$ cat config.mk
export PLATFORM = sky130hd
export DESIGN_NAME = key_debounce_long_press_repeat
export DESIGN_NICKNAME = d
export VERILOG_FILES = /design/src/hdl/kdlpr_pkg.sv /design/src/hdl/kdlpr_step.sv /design/src/hdl/key_debounce_long_press_repeat.sv
export SDC_FILE = /design/constraint.sdc
export NUM_CORES = 1
export LEC_CHECK = 0
export ABC_AREA = 0
export BUFFER_PORTS_ARGS = -buffer_cell sky130_fd_sc_hd__buf_2
export CAP_MARGIN = 20
export CORE_ASPECT_RATIO = 1.25
export CORE_UTILIZATION = 42
export DETAILED_ROUTE_END_ITERATION = 8
export HOLD_SLACK_MARGIN = 0.15
export RECOVER_POWER = 50
export SLEW_MARGIN = 20
export SYNTH_ARGS = -nofsm -noshare
export SYNTH_HDL_FRONTEND = slang
export SYNTH_SLANG_ARGS = --single-unit
export TNS_END_PERCENT = 10
$ cat constraint.sdc
create_clock -name clk_i -period 5.45 [get_ports clk_i]
set_clock_uncertainty 0.05 [all_clocks]
set_input_delay 1.3625 -clock clk_i [delete_from_list [all_inputs] [get_ports clk_i]]
set_output_delay 1.3625 -clock clk_i [all_outputs]
set_load 0.02 [all_outputs]
$ cat src/hdl/kdlpr_pkg.sv
// Shared types and constants for the key debounce / long press / repeat block.
// Used by kdlpr_step and key_debounce_long_press_repeat. No dependencies.
package kdlpr_pkg;

  // Per-key phase codes; codes 6 and 7 are unused and behave as start.
  typedef enum logic [2:0] {
    PH_START   = 3'd0,
    PH_CONFIRM = 3'd1,
    PH_DOWN    = 3'd2,
    PH_LONG    = 3'd3,
    PH_REPEAT  = 3'd4,
    PH_UP      = 3'd5
  } phase_e;

  typedef enum logic [1:0] {
    EV_DOWN    = 2'd0,
    EV_LONG    = 2'd1,
    EV_REPEAT  = 2'd2,
    EV_RELEASE = 2'd3
  } event_kind_e;

  // Configuration register indexes.
  typedef enum logic [1:0] {
    CFG_LONG_TICKS   = 2'd0,
    CFG_REPEAT_TICKS = 2'd1,
    CFG_ACTIVE_MASK  = 2'd2
  } cfg_reg_e;

  localparam int unsigned CountW   = 16;
  localparam int unsigned KeyW     = 3;
  localparam int unsigned MaskW    = 8;
  localparam int unsigned CfgIdxW  = 2;

  localparam logic [CountW-1:0] LongTicksReset   = 16'd200;
  localparam logic [CountW-1:0] RepeatTicksReset = 16'd40;
  localparam logic [MaskW-1:0]  ActiveMaskReset  = 8'd0;
  localparam logic [CountW-1:0] CountMax         = 16'hFFFF;

  // One entry of the per-key state memory.
  typedef struct packed {
    phase_e              phase;
    logic [CountW-1:0]   count;
  } key_entry_t;

  localparam key_entry_t EntryReset = '{phase: PH_START, count: '0};

  typedef struct packed {
    logic        valid;
    event_kind_e kind;
  } key_event_t;

endpackage

$ cat src/hdl/kdlpr_step.sv
// Next-state and event logic for one key sample (combinational).
// Depends on kdlpr_pkg for the entry and event types.
module kdlpr_step (
  input  kdlpr_pkg::key_entry_t         entry_i,
  input  logic                          pressed_i,
  input  logic [kdlpr_pkg::CountW-1:0]  hold_limit_i,
  input  logic [kdlpr_pkg::CountW-1:0]  repeat_ticks_i,
  output kdlpr_pkg::key_entry_t         entry_o,
  output kdlpr_pkg::key_event_t         event_o
);

  logic [kdlpr_pkg::CountW-1:0] bumped;

  // saturating hold counter
  assign bumped = (entry_i.count == kdlpr_pkg::CountMax) ? entry_i.count
                                                         : entry_i.count + 1'b1;

  always_comb begin
    entry_o       = entry_i;
    event_o.valid = 1'b0;
    event_o.kind  = kdlpr_pkg::EV_DOWN;
    unique case (entry_i.phase)
      kdlpr_pkg::PH_CONFIRM: begin
        entry_o.phase = pressed_i ? kdlpr_pkg::PH_DOWN : kdlpr_pkg::PH_START;
      end
      kdlpr_pkg::PH_DOWN: begin
        if (pressed_i) begin
          entry_o.count = '0;
          entry_o.phase = kdlpr_pkg::PH_LONG;
          event_o.valid = 1'b1;
          event_o.kind  = kdlpr_pkg::EV_DOWN;
        end else begin
          entry_o.phase = kdlpr_pkg::PH_UP;
        end
      end
      kdlpr_pkg::PH_LONG: begin
        if (pressed_i) begin
          entry_o.count = bumped;
          if (bumped > hold_limit_i) begin
            entry_o.count = '0;
            entry_o.phase = kdlpr_pkg::PH_REPEAT;
            event_o.valid = 1'b1;
            event_o.kind  = kdlpr_pkg::EV_LONG;
          end
        end else begin
          entry_o.phase = kdlpr_pkg::PH_UP;
        end
      end
      kdlpr_pkg::PH_REPEAT: begin
        if (pressed_i) begin
          entry_o.count = bumped;
          if (bumped > repeat_ticks_i) begin
            entry_o.count = '0;
            event_o.valid = 1'b1;
            event_o.kind  = kdlpr_pkg::EV_REPEAT;
          end
        end else begin
          entry_o.phase = kdlpr_pkg::PH_UP;
        end
      end
      kdlpr_pkg::PH_UP: begin
        if (!pressed_i) begin
          entry_o.phase = kdlpr_pkg::PH_START;
          event_o.valid = 1'b1;
          event_o.kind  = kdlpr_pkg::EV_RELEASE;
        end
      end
      default: begin
        // start, and the unused codes
        entry_o.phase = pressed_i ? kdlpr_pkg::PH_CONFIRM : kdlpr_pkg::PH_START;
      end
    endcase
  end

endmodule

$ cat src/hdl/key_debounce_long_press_repeat.sv
// Top level of the key debounce / long press / auto repeat block.
// Depends on kdlpr_pkg and kdlpr_step.
//
// Each input item is one tick sample of one key: a key index and its pin level. The block
// keeps a phase and a 16-bit hold counter per key in a small synchronous state memory and
// emits at most one event item per sample: press down, long press, repeat or release. A
// key is pressed while its level differs from its bit in the active-level mask. The block
// takes one item per clock for any mix of keys unless the output stalls. Each item reads
// its key's entry via the state memory's registered port, then updates it, writes it back
// and loads the event into the output register. Samples of the same key on consecutive
// cycles are handled by bypassing the entry just written to the following read. Key
// indexes at or above NUM_KEYS are dropped without an event. Per-key valid flops make
// every entry read as "start, count zero" after reset, so no clearing pass is needed.
// Configuration must be written via the cfg port while idle; this is not enforced.
module key_debounce_long_press_repeat #(
  parameter int unsigned NUM_KEYS = 8
) (
  input  logic        clk_i,
  input  logic        rst_ni,
  // sample items
  input  logic        s_axis_tvalid,
  output logic        s_axis_tready,
  input  logic [7:0]  s_axis_tdata,   // [2:0] key_index, [3] sampled level, [7:4] zero
  // event items
  output logic        m_axis_tvalid,
  input  logic        m_axis_tready,
  output logic [7:0]  m_axis_tdata,   // [2:0] event_key, [7:3] zero
  output logic [1:0]  m_axis_tuser,   // [1:0] event_kind
  // configuration writes
  input  logic        cfg_valid_i,
  output logic        cfg_ready_o,
  input  logic [kdlpr_pkg::CfgIdxW-1:0] cfg_index_i,
  input  logic [kdlpr_pkg::CountW-1:0]  cfg_data_i
);

  localparam int unsigned AW = (NUM_KEYS > 1) ? $clog2(NUM_KEYS) : 1;
  localparam int unsigned KW = (AW > kdlpr_pkg::KeyW) ? AW : kdlpr_pkg::KeyW;

  // ---------------------------------------------------------------- config
  logic [kdlpr_pkg::CountW-1:0] hold_limit_q, hold_limit_d;
  logic [kdlpr_pkg::CountW-1:0] repeat_ticks_q, repeat_ticks_d;
  logic [kdlpr_pkg::MaskW-1:0]  active_mask_q, active_mask_d;

  assign cfg_ready_o = 1'b1;

  always_comb begin
    hold_limit_d   = hold_limit_q;
    repeat_ticks_d = repeat_ticks_q;
    active_mask_d  = active_mask_q;
    if (cfg_valid_i) begin
      unique case (cfg_index_i)
        kdlpr_pkg::CFG_LONG_TICKS:   hold_limit_d   = cfg_data_i;
        kdlpr_pkg::CFG_REPEAT_TICKS: repeat_ticks_d = cfg_data_i;
        kdlpr_pkg::CFG_ACTIVE_MASK:  active_mask_d  = cfg_data_i[kdlpr_pkg::MaskW-1:0];
        default: ;  // unknown index: ignored
      endcase
    end
  end

  always_ff @(posedge clk_i or negedge rst_ni) begin
    if (!rst_ni) begin
      hold_limit_q   <= kdlpr_pkg::LongTicksReset;
      repeat_ticks_q <= kdlpr_pkg::RepeatTicksReset;
      active_mask_q  <= kdlpr_pkg::ActiveMaskReset;
    end else begin
      hold_limit_q   <= hold_limit_d;
      repeat_ticks_q <= repeat_ticks_d;
      active_mask_q  <= active_mask_d;
    end
  end

  // ---------------------------------------------------------------- stage 0: accept, read
  logic                         in_acc;
  logic [KW-1:0]                in_key_wide;
  logic [AW-1:0]                in_addr;
  logic                         in_range;

  assign in_acc      = s_axis_tvalid && s_axis_tready;
  assign in_key_wide = KW'(s_axis_tdata[kdlpr_pkg::KeyW-1:0]);
  assign in_addr     = in_key_wide[AW-1:0];
  assign in_range    = {1'b0, in_key_wide} < (KW+1)'(NUM_KEYS);

  // ---------------------------------------------------------------- stage 1 registers
  logic                           s1_valid_q;
  logic [AW-1:0]                  s1_addr_q;
  logic [kdlpr_pkg::KeyW-1:0]     s1_key_q;
  logic                           s1_level_q;
  logic                           s1_range_q;
  logic                           byp_sel_q;
  kdlpr_pkg::key_entry_t          byp_q;
  kdlpr_pkg::key_entry_t          rdata_q;
  logic [NUM_KEYS-1:0]            vld_q;

  kdlpr_pkg::key_entry_t          key_mem [NUM_KEYS];

  kdlpr_pkg::key_entry_t          cur_entry;
  kdlpr_pkg::key_entry_t          nxt_entry;
  kdlpr_pkg::key_event_t          step_ev;
  logic                           pressed;
  logic                           out_free;
  logic                           s1_fire;
  logic                           mem_wr;

  // output register is free next cycle if empty or being drained now
  assign out_free      = !m_axis_tvalid || m_axis_tready;
  assign s1_fire       = s1_valid_q && out_free;
  assign s_axis_tready = !s1_valid_q || s1_fire;
  assign mem_wr        = s1_fire && s1_range_q;

  // entry just written wins over the stale memory read; never-written keys read as reset
  always_comb begin
    if (byp_sel_q) begin
      cur_entry = byp_q;
    end else if (vld_q[s1_addr_q]) begin
      cur_entry = rdata_q;
    end else begin
      cur_entry = kdlpr_pkg::EntryReset;
    end
  end

  assign pressed = s1_level_q != active_mask_q[s1_key_q];

  kdlpr_step u_step (
    .entry_i        (cur_entry),
    .pressed_i      (pressed),
    .hold_limit_i   (hold_limit_q),
    .repeat_ticks_i (repeat_ticks_q),
    .entry_o        (nxt_entry),
    .event_o        (step_ev)
  );

  // state memory: one write port (stage 1), one registered read port (stage 0)
  always_ff @(posedge clk_i) begin
    if (mem_wr) begin
      key_mem[s1_addr_q] <= nxt_entry;
    end
    if (in_acc) begin
      rdata_q <= key_mem[in_addr];
    end
  end

  // stage 1 payload
  always_ff @(posedge clk_i) begin
    if (in_acc) begin
      s1_addr_q  <= in_addr;
      s1_key_q   <= s_axis_tdata[kdlpr_pkg::KeyW-1:0];
      s1_level_q <= s_axis_tdata[kdlpr_pkg::KeyW];
      s1_range_q <= in_range;
      byp_q      <= nxt_entry;
    end
  end

  always_ff @(posedge clk_i or negedge rst_ni) begin
    if (!rst_ni) begin
      s1_valid_q <= 1'b0;
      byp_sel_q  <= 1'b0;
      vld_q      <= '0;
    end else begin
      if (in_acc) begin
        s1_valid_q <= 1'b1;
        // same key written at this very edge: read sees old data, so forward
        byp_sel_q  <= mem_wr && (s1_addr_q == in_addr);
      end else if (s1_fire) begin
        s1_valid_q <= 1'b0;
      end
      if (mem_wr) begin
        vld_q[s1_addr_q] <= 1'b1;
      end
    end
  end

  // ---------------------------------------------------------------- output register
  logic                        out_valid_q;
  logic [kdlpr_pkg::KeyW-1:0]  out_key_q;
  kdlpr_pkg::event_kind_e      out_kind_q;

  always_ff @(posedge clk_i or negedge rst_ni) begin
    if (!rst_ni) begin
      out_valid_q <= 1'b0;
    end else if (s1_fire) begin
      out_valid_q <= step_ev.valid && s1_range_q;
    end else if (m_axis_tready) begin
      out_valid_q <= 1'b0;
    end
  end

  always_ff @(posedge clk_i) begin
    if (s1_fire) begin
      out_key_q  <= s1_key_q;
      out_kind_q <= step_ev.kind;
    end
  end

  assign m_axis_tvalid = out_valid_q;
  assign m_axis_tdata  = {{(8 - kdlpr_pkg::KeyW){1'b0}}, out_key_q};
  assign m_axis_tuser  = out_kind_q;

endmodule
==> metrics.yaml, run 1 <==
final_layout:
  layout_commonest_cell: "edfxtp_1"
  final_cell_mix: "199 x edfxtp_1, 85 x buf_4, 67 x nand2_1, 46 x dfrtp_1, 45 x mux2_2"
  regArea_mm2: 0.00726
  n_antenna_cell: 0
  final_area_mm2: 0.0134
  stdcell_count: 1237
  area_growth_syn_to_layout_pct: 18.2
  fillers: 2183
  drive_gt1_share_pct: 35.0
  multi_input_area_mm2: 0.00396
  fin_nets: 942
route:
  routed_wl_mm: 23.8
  drc_errors: 0
  viasPerCell: 5.33
  firstDrtPassIters: 5
  wire_per_inst_um: 19.3
  drt_iter0_drc: 340
  drtAntennaViolNets: 0
  vias: 6597
worst_setup_path:
  r2r_start: "s1_key_q[0]"
  end_kind: "flip-flop"
  startpoint_type: "flip-flop"
  reg2regPathDepth: 27
  cp_common_cell: "buf_4"
  worstPathArrival_ns: 5.45
  cp_slowest_stage_delay_ns: 0.51
  rr_endpoint: "key_mem[5][1]"
  worstSetupPathType: "reg2reg"
  cp_slowest_cell: "edfxtp_1"
  required_ns: 5.68
  r2r_slack_ns: 0.23
  crit_fanout: 9
cts:
  htree_levels: 1
  clk_latency_ns: 0.53
  clk_pin_slew_ns: 0.06
  cts_tree: "done"
  clock-sinks: 250
  cts_hold_buffers: 0
  clock_path_buffers: 3
  cts-root-buf: "clkbuf_16"
  numCtsBuffers: 25
synth:
  ys.flop_type: "edfxtp_1"
  yosys_register_bits: 250
  synth_cell_types: 71
  synth_warnings: 0
  synth_top_area_cell: "edfxtp_1"
  async_flop_share_pct: 20.4
  synth_area_mm2: 0.0114
  ys_seq_area_share_pct: 63.9
  postSynthCellCount: 763
  synthDominantCellAreaShare_pct: 52.6
  synth_area_leaders: "edfxtp_1 53%, dfrtp_1 10%, mux4_2 7.5%, mux2_2 4.5%, ha_1 3.4%"
  avgSynthCellArea_um2: 14.9
  synth_edf_count: 199
floorplanning:
  die_w_um: 149
  dieArea_mm2: 0.0277
  pin_count: 44
  rows: 66
  die_h_um: 186
  initial_core_util_pct: 43.3
  core_area_mm2: 0.0263
global_route:
  overflow: 0
  grt_max_degree: 52
  grt_pass1_wl_mm: 37.5
  antenna_found_initial: 0
  grt_util_all_layers_pct: 18.0
  grt_pass1_vias: 6974
min_path:
  hold_depth: 1
  worstHoldStart: "vld_q[0]"
  hp-class: "reg2reg"
  holdPathEnd: "vld_q[0]"
power_and_ir_drop:
  p_switching_mw: 1.39
  p_int_mw: 3.82
  vdd_ir_drop_max_v: 0.000215
  pwr-share-seq_pct: 46.7
  combPwrFrac_pct: 21.2
  p_leak_nw: 5.03
  p_clk_share_pct: 32.1
  p_sw_share_pct: 26.6
  power_density_mw_per_mm2: 387
placed_design:
  placed_cells: 1176
  gp_congestion: 0.871
  postPlaceCellArea_mm2: 0.0123
  hpwl_mm: 16.0
  port-buffer-count: 33
sta:
  worst_slew_pin_slew_ns: 1.07
  grt_setup_unrepaired: "true"
  fin_crit_sh_pct: 95.8
  slew_headroom_pct: 28.6
  setup_viol: 0
  final-max-slew-violation-count: 0
  hold_viol_final: 0
  fmax_mhz: 192
  period_needed_ns: 5.22
status:
  status: "finished, final reports clean"
run:
  drv_cap: 0
cell type report:
cell class	instances	share of cell area, %
clock buffer	29	4.77
clock inverter	15	1.14
inverter	33	0.922
multi-input combinational	446	29.4
sequential	250	54.0
tap	340	3.17
timing repair buffer	124	6.54
power by group through the flow:
stage	combinational (mW)	clock, mW	sequential (mW)
2_1_floorplan	0.655	0	2.45
3_3_place_gp	0.986	0	2.46
3_5_place_dp	1.02	0	2.47
4_1_cts	1.06	1.71	2.43
5_1_grt	1.22	1.78	2.45
6_report	1.10	1.67	2.43
worst max path at each step:
stage | startpoint | endpoint | depth (start not counted) | slack, ns
2_1_floorplan | s1_key_q[1] | byp_q[10] | 24 | 0.002
3_3_place_gp | s1_key_q[0] | key_mem[2][18] | 19 | -0.12
3_5_place_dp | s1_key_q[0] | key_mem[6][18] | 20 | -0.29
4_1_cts | s1_key_q[0] | key_mem[2][17] | 25 | 0.02
5_1_grt | s1_key_q[0] | key_mem[5][1] | 28 | -0.05
6_report | s1_key_q[0] | key_mem[5][1] | 27 | 0.23
per-layer routing:
layer	vias to the layer above	share of wire [%]	track usage, %
met5	-	0	0
met4	0	2.0	4.94
met3	34	3.8	2.50
met2	123	50	31.8
met1	3324	44	22.9
li1	3116	-	-
per-stage QoR:
stage | hold slack [ns] | setup TNS [ns] | util, % | setup slack, ns | total power [mW]
floorplan | 0.389 | 0 | - | 0.00158 | 3.11
global placement | 0.404 | -8.27 | 47.0 | -0.121 | 3.44
detailed placement | 0.408 | -28.49 | 47.0 | -0.290 | 3.49
CTS | 0.421 | 0 | 50.6 | 0.0231 | 5.21
global route | 0.437 | -0.951 | 51.2 | -0.0549 | 5.44
finish | 0.418 | 0 | 51.2 | 0.231 | 5.20
cell usage after synthesis, types with 8 or more instances:
cell type	n
nand3_1	18
a21oi_1	24
mux4_2	38
or2_2	10
edfxtp_1	199
xnor2_1	14
o21ai_0	39
dfrtp_1	46
nand2_1	68
a22o_1	13
ha_1	31
clkbuf_1	16
mux2i_1	8
inv_1	33
mux2_2	45
nor2_1	28
worst max-delay path, delay by kind of cell (launching register included):
family | cells | cell delay, ns
XOR/XNOR | 1 | 0.16
buffers and inverters | 8 | 1.24
flip-flops | 1 | 0.51
multiplexers | 2 | 0.32
AO/OA/AOI/OAI | 8 | 1.46
adder cells (fa/ha/maj) | 1 | 0.26
AND/OR/NAND/NOR | 7 | 0.96
kinds of logic after synthesis:
kind of cell	after synthesis	synth area share (%)
other cells	2	0.0661
mux	91	12.7
buf+inv	71	3.33
simple gates	175	7.71
xor+xnor	19	1.46
compound gates	124	7.44
flops	250	63.9
fa+ha+maj	31	3.41
state kept, by name, summed over array words and instances, names as in the netlist, 2 cells and up:
name,flops
repeat_ticks_q,16
active_mask_q,8
rdata_q,19
byp_q,19
out_key_q,3
s1_key_q,3
m_axis_tuser,2
key_mem,152
vld_q,8
hold_limit_q,16
repair_timing:
action,in CTS,in global routing
gates cloned,0,1
setup buffers,13,5
pin swaps,13,22
resized for setup,14,34
setup endpoints to repair,173,173
hold endpoints to repair,0,0
(Power assumes the default switching activity.)
==> run 2: changes to the inputs <==
CTS_BUF_LIST = sky130_fd_sc_hd__clkbuf_4   (was default)
==> metrics.yaml, run 2 (synthesis gave the netlist of run 1 again) <==
cts:
  clock-sinks: 250
  cts-root-buf: "clkbuf_4"
  htree_levels: 2
  numCtsBuffers: 57
  clock_path_buffers: 3
  cts_tree: "done"
  clk_latency_ns: 0.68
  clk_pin_slew_ns: 0.07
  cts_hold_buffers: 0
power_and_ir_drop:
  p_sw_share_pct: 28.1
  vdd_ir_drop_max_v: 0.000127
  p_switching_mw: 1.39
  combPwrFrac_pct: 22.3
  p_clk_share_pct: 28.5
  pwr-share-seq_pct: 49.2
  power_density_mw_per_mm2: 370
  total_power_mw: 4.94
  p_int_mw: 3.55
  p_leak_nw: 5.05
route:
  drtAntennaViolNets: 0
  wire_per_inst_um: 18.6
  drt_iter0_drc: 275
  vias: 6832
  viasPerCell: 5.28
  routed_wl_mm: 24.1
  firstDrtPassIters: 4
  drc_errors: 0
global_route:
  overflow: 0
  grt_pass1_vias: 7196
  grt_pass1_wl_mm: 38.0
  grt_util_all_layers_pct: 18.2
  grt_max_degree: 52
  antenna_found_initial: 1
placed_design:
  placed_cells: 1176
  hpwl_mm: 16.0
  port-buffer-count: 33
  gp_congestion: 0.871
  pre_cts_ws_ns: -0.290
floorplanning:
  dieArea_mm2: 0.0277
  die_h_um: 186
  pin_count: 44
  initial_core_util_pct: 43.3
  rows: 66
  core_area_mm2: 0.0263
  die_w_um: 149
worst_setup_path:
  r2r_slack_ns: 0.12
  reg2regPathDepth: 21
  worstSetupPathType: "reg2reg"
  r2r_start: "s1_key_q[0]"
  end_kind: "flip-flop"
  startpoint: "s1_key_q[0]"
  required_ns: 5.84
  worstPathArrival_ns: 5.72
  rr_endpoint: "key_mem[6][1]"
  startpoint_type: "flip-flop"
  crit_fanout: 9
min_path:
  holdPathEnd: "vld_q[6]"
  worstHoldStart: "vld_q[6]"
  hold_depth: 1
  hp-class: "reg2reg"
status:
  status: "finished, final reports clean"
final_layout:
  area_growth_syn_to_layout_pct: 17.6
  stdcell_count: 1294
  top_regs: "key_mem: 152 flops, byp_q: 19 flops, rdata_q: 19 flops"
  layout_commonest_cell: "edfxtp_1"
  regMostFlops: "key_mem"
  fin_nets: 970
  largest_reg_flops: 152
  drive_gt1_share_pct: 39.1
  final_cell_mix: "199 x edfxtp_1, 85 x clkbuf_4, 80 x buf_4, 67 x nand2_1, 46 x dfrtp_1"
sta:
  hold_ws_ns: 0.426
  slew_headroom_pct: 30.2
  final-max-slew-violation-count: 0
  fin_crit_sh_pct: 97.8
  grt_setup_unrepaired: "true"
  setup_slack_ns: 0.118
  hold_viol_final: 0
  setup_viol: 0
  fmax_mhz: 188
  worst_slew_pin_slew_ns: 1.05
  period_needed_ns: 5.33
run:
  drv_cap: 0
## run 2: power groups by stage
stage / Sequential, mW / Clock (mW) / Combinational, mW
floorplan: 2.45 / 0 / 0.655
detailed placement: 2.47 / 0 / 1.02
global placement: 2.46 / 0 / 0.986
CTS: 2.43 / 1.47 / 1.06
finish: 2.43 / 1.41 / 1.10
global route: 2.45 / 1.56 / 1.21
## run 2: layout make-up
class,instances,area [µm²]
Tap cell,340,425
Sequential cell,250,7260
Multi-Input combinational cell,446,3980
Timing Repair Buffer,120,845
Inverter,33,124
Fill cell,2254,12900
Clock inverter,18,80.1
Antenna cell,2,5.00
Clock buffer,85,638
## run 2: critical path, cell delays in order, from the launching register on
cell and delay [ns]:
edfxtp_1 0.53, mux2i_2 0.23, o22ai_4 0.27, buf_6 0.16
o21ai_1 0.09, a222oi_1 0.42, buf_4 0.21, nand4_2 0.12
buf_4 0.16, or2b_4 0.23, nor2_1 0.07, xnor2_2 0.17
ha_1 0.34, and4_4 0.24, nand3_1 0.12, or4_2 0.70
o211ai_4 0.23, o22ai_4 0.10, buf_4 0.16, a21o_1 0.15
a32o_1 0.21, buf_6 0.14
## run 2: timing repair
action,in CTS,in global routing
hold endpoints to repair,0,0
gates cloned,0,1
pin swaps,10,22
gates resized for setup,11,43
buffers inserted,10,4
setup endpoints to repair,173,174
## run 2: per-layer routing
| metal | part of all wire, % | vias up | GRT usage, % |
|---|---|---|---|
| li1 | - | 3226 | - |
| met1 | 43 | 3422 | 22.5 |
| met2 | 51 | 148 | 32.1 |
| met3 | 4.0 | 36 | 3.09 |
| met4 | 2.2 | 0 | 6.49 |
| met5 | 0 | - | 0 |
## run 2: worst max path at each step
stage	endpoint	slack, ns	cells past startpoint
after floorplan	byp_q[10]	0.002	24
after global placement	key_mem[2][18]	-0.12	19
after detailed placement	key_mem[6][18]	-0.29	20
after CTS	key_mem[0][17]	0.001	25
after global routing	key_mem[1][16]	-0.07	22
final	key_mem[6][1]	0.12	21
## run 2: through the flow
stage               area [µm²]  TNS [ns]  util [%]
floorplan                11400         0         -
global placement         12300     -8.27      47.0
detailed placement       12300    -28.49      47.0
CTS                      13200         0      50.2
global route             13400     -1.35      50.9
finish                   13400         0      50.9
==> run 3: changes to the inputs <==
--- a/config.mk
+++ b/config.mk
@@ -7,10 +7,10 @@
 export LEC_CHECK = 0
 export ABC_AREA = 0
-export BUFFER_PORTS_ARGS = -buffer_cell sky130_fd_sc_hd__buf_2
 export CAP_MARGIN = 20
 export CORE_ASPECT_RATIO = 1.25
-export CORE_UTILIZATION = 42
+export CORE_UTILIZATION = 46
 export CTS_BUF_LIST = sky130_fd_sc_hd__clkbuf_4
 export DETAILED_ROUTE_END_ITERATION = 8
+export DONT_BUFFER_PORTS = 1
 export HOLD_SLACK_MARGIN = 0.15
 export RECOVER_POWER = 50
--- a/constraint.sdc
+++ b/constraint.sdc
@@ -3,3 +3,3 @@
 set_input_delay 1.3625 -clock clk_i [delete_from_list [all_inputs] [get_ports clk_i]]
 set_output_delay 1.3625 -clock clk_i [all_outputs]
-set_load 0.02 [all_outputs]
+set_load 0.005 [all_outputs]
==> metrics.yaml, run 3 (synthesis gave the netlist of run 1 again) <==
global_route:
  antenna_found_initial: 1
  grt_pass1_vias: 7092
  overflow: 0
  grt_max_degree: 52
  grt_util_all_layers_pct: 19.7
  grt_pass1_wl_mm: 37.3
final_layout:
  final_area_mm2: 0.0132
  fillers: 2005
  fin_util_pct: 54.9
  stdcell_count: 1247
  regMostFlops: "key_mem"
  final_cell_mix: "199 x edfxtp_1, 82 x clkbuf_4, 67 x buf_4, 66 x nand2_1, 46 x dfrtp_1"
  multi_input_area_mm2: 0.00399
  drive_gt1_share_pct: 35.1
  layout_commonest_cell: "edfxtp_1"
  regArea_mm2: 0.00726
  fin_nets: 935
  top_regs: "key_mem: 152 flops, byp_q: 19 flops, rdata_q: 19 flops"
  largest_reg_flops: 152
  area_growth_syn_to_layout_pct: 15.8
placed_design:
  hpwl_mm: 15.9
  postPlaceCellArea_mm2: 0.0121
  placed_cells: 1118
  port-buffer-count: 0
  gp_congestion: 0.903
sta:
  fin_crit_sh_pct: 97.9
  final-max-slew-violation-count: 0
  slew_headroom_pct: 26.4
  hold_viol_final: 0
  period_needed_ns: 5.33
  grt_setup_unrepaired: "true"
  worst_slew_pin_slew_ns: 1.10
  setup_viol: 0
  fmax_mhz: 188
  tns_ns: 0
power_and_ir_drop:
  power_density_mw_per_mm2: 373
  p_leak_nw: 4.92
  total_power_mw: 4.91
  vdd_ir_drop_max_v: 0.000135
worst_setup_path:
  crit_fanout: 6
  worstPathArrival_ns: 5.84
  startpoint_type: "flip-flop"
  cp_slowest_cell: "edfxtp_1"
  cp_num_buf_inv: 5
  required_ns: 5.96
  cp_slowest_stage_delay_ns: 0.48
  worstSetupPathType: "reg2reg"
  end_kind: "flip-flop"
  critical-path-top-delay-family: "compound AO/OA/AOI/OAI gates"
route:
  vias: 6831
  routed_wl_mm: 24.8
  drc_errors: 0
  wire_per_inst_um: 19.9
  firstDrtPassIters: 5
  drt_iter0_drc: 390
  viasPerCell: 5.48
  drtAntennaViolNets: 0
cts:
  cts-root-buf: "clkbuf_4"
  htree_levels: 2
  clock-sinks: 250
  cts_tree: "done"
  numCtsBuffers: 59
  clk_pin_slew_ns: 0.06
  cts_hold_buffers: 0
  clk_latency_ns: 0.69
  clock_path_buffers: 3
floorplanning:
  initial_core_util_pct: 47.4
  pin_count: 44
  dieArea_mm2: 0.0253
  die_h_um: 178
  rows: 63
  core_area_mm2: 0.0240
  die_w_um: 143
status:
  status: "finished, final reports clean"
min_path:
  hp-class: "in2async"
run:
  drv_cap: 0
[run 3: cell types whose count changed in the layout (fill, tap and decap cells not counted), sizes merged]
| cell | delta |
|---|---|
| clkbuf | -4 |
| clkinv | +10 |
| diode | -1 |
| nand3 | +1 |
| a32o | +1 |
| clkinvlp | -1 |
| and2 | +1 |
| buf | -39 |
[run 3: layout make-up]
cell class              instances  share of cell area, %
repair buffers                 80                   4.87
flip-flops and latches        250                   55.2
well taps                     325                   3.09
multi-input cells             449                   30.4
inverters                      33                  0.942
diodes                          1                 0.0190
clock inverters                27                  0.866
clock buffers                  82                   4.68
[run 3: what timing repair did]
item                                    CTS  global route
pin swaps                                 0            29
setup buffers                             0            14
gates cloned                              0             6
endpoints found under the setup margin   84           172
gates resized for setup                   4            48
[run 3: where the power goes]
part	total [mW]	internal, mW	switching [mW]
clock network	1.42	0.702	0.720
logic	1.06	0.458	0.603
registers	2.43	2.36	0.0687
total	4.91	3.52	1.39
[run 3: per-layer routing]
layer / global-route usage [%] / vias up / wire length (µm)
met3: 3.99 / 68 / 1160
li1: - / 3175 / -
met4: 9.05 / 0 / 879
met2: 34.3 / 170 / 12600
met5: 0 / - / 0
met1: 23.3 / 3418 / 10200
[run 3: path summary, 6_finish.rpt]
path / from / end / depth (start not counted) / slack [ns]
min in group clk_i: vld_q[0] / vld_q[0] / 1 / 0.42
min: rst_ni / m_axis_tvalid / 0 / 0.31
max reg2reg: s1_key_q[0] / key_mem[3][0] / 27 / 0.12
max in group asynchronous: rst_ni / repeat_ticks_q[3] / 0 / 4.83
max: s1_key_q[0] / key_mem[3][0] / 27 / 0.12
min reg2reg: vld_q[0] / vld_q[0] / 1 / 0.42
[run 3: metrics by stage]
| step | setup slack (ns) | hold WS, ns |
|---|---|---|
| after global placement | -0.0200 | 0.404 |
| after global routing | -0.0988 | 0.240 |
| final | 0.117 | 0.314 |
| after CTS | 0.0220 | 0.252 |
| after floorplan | 0.00158 | 0.389 |
| after detailed placement | -0.157 | 0.409 |
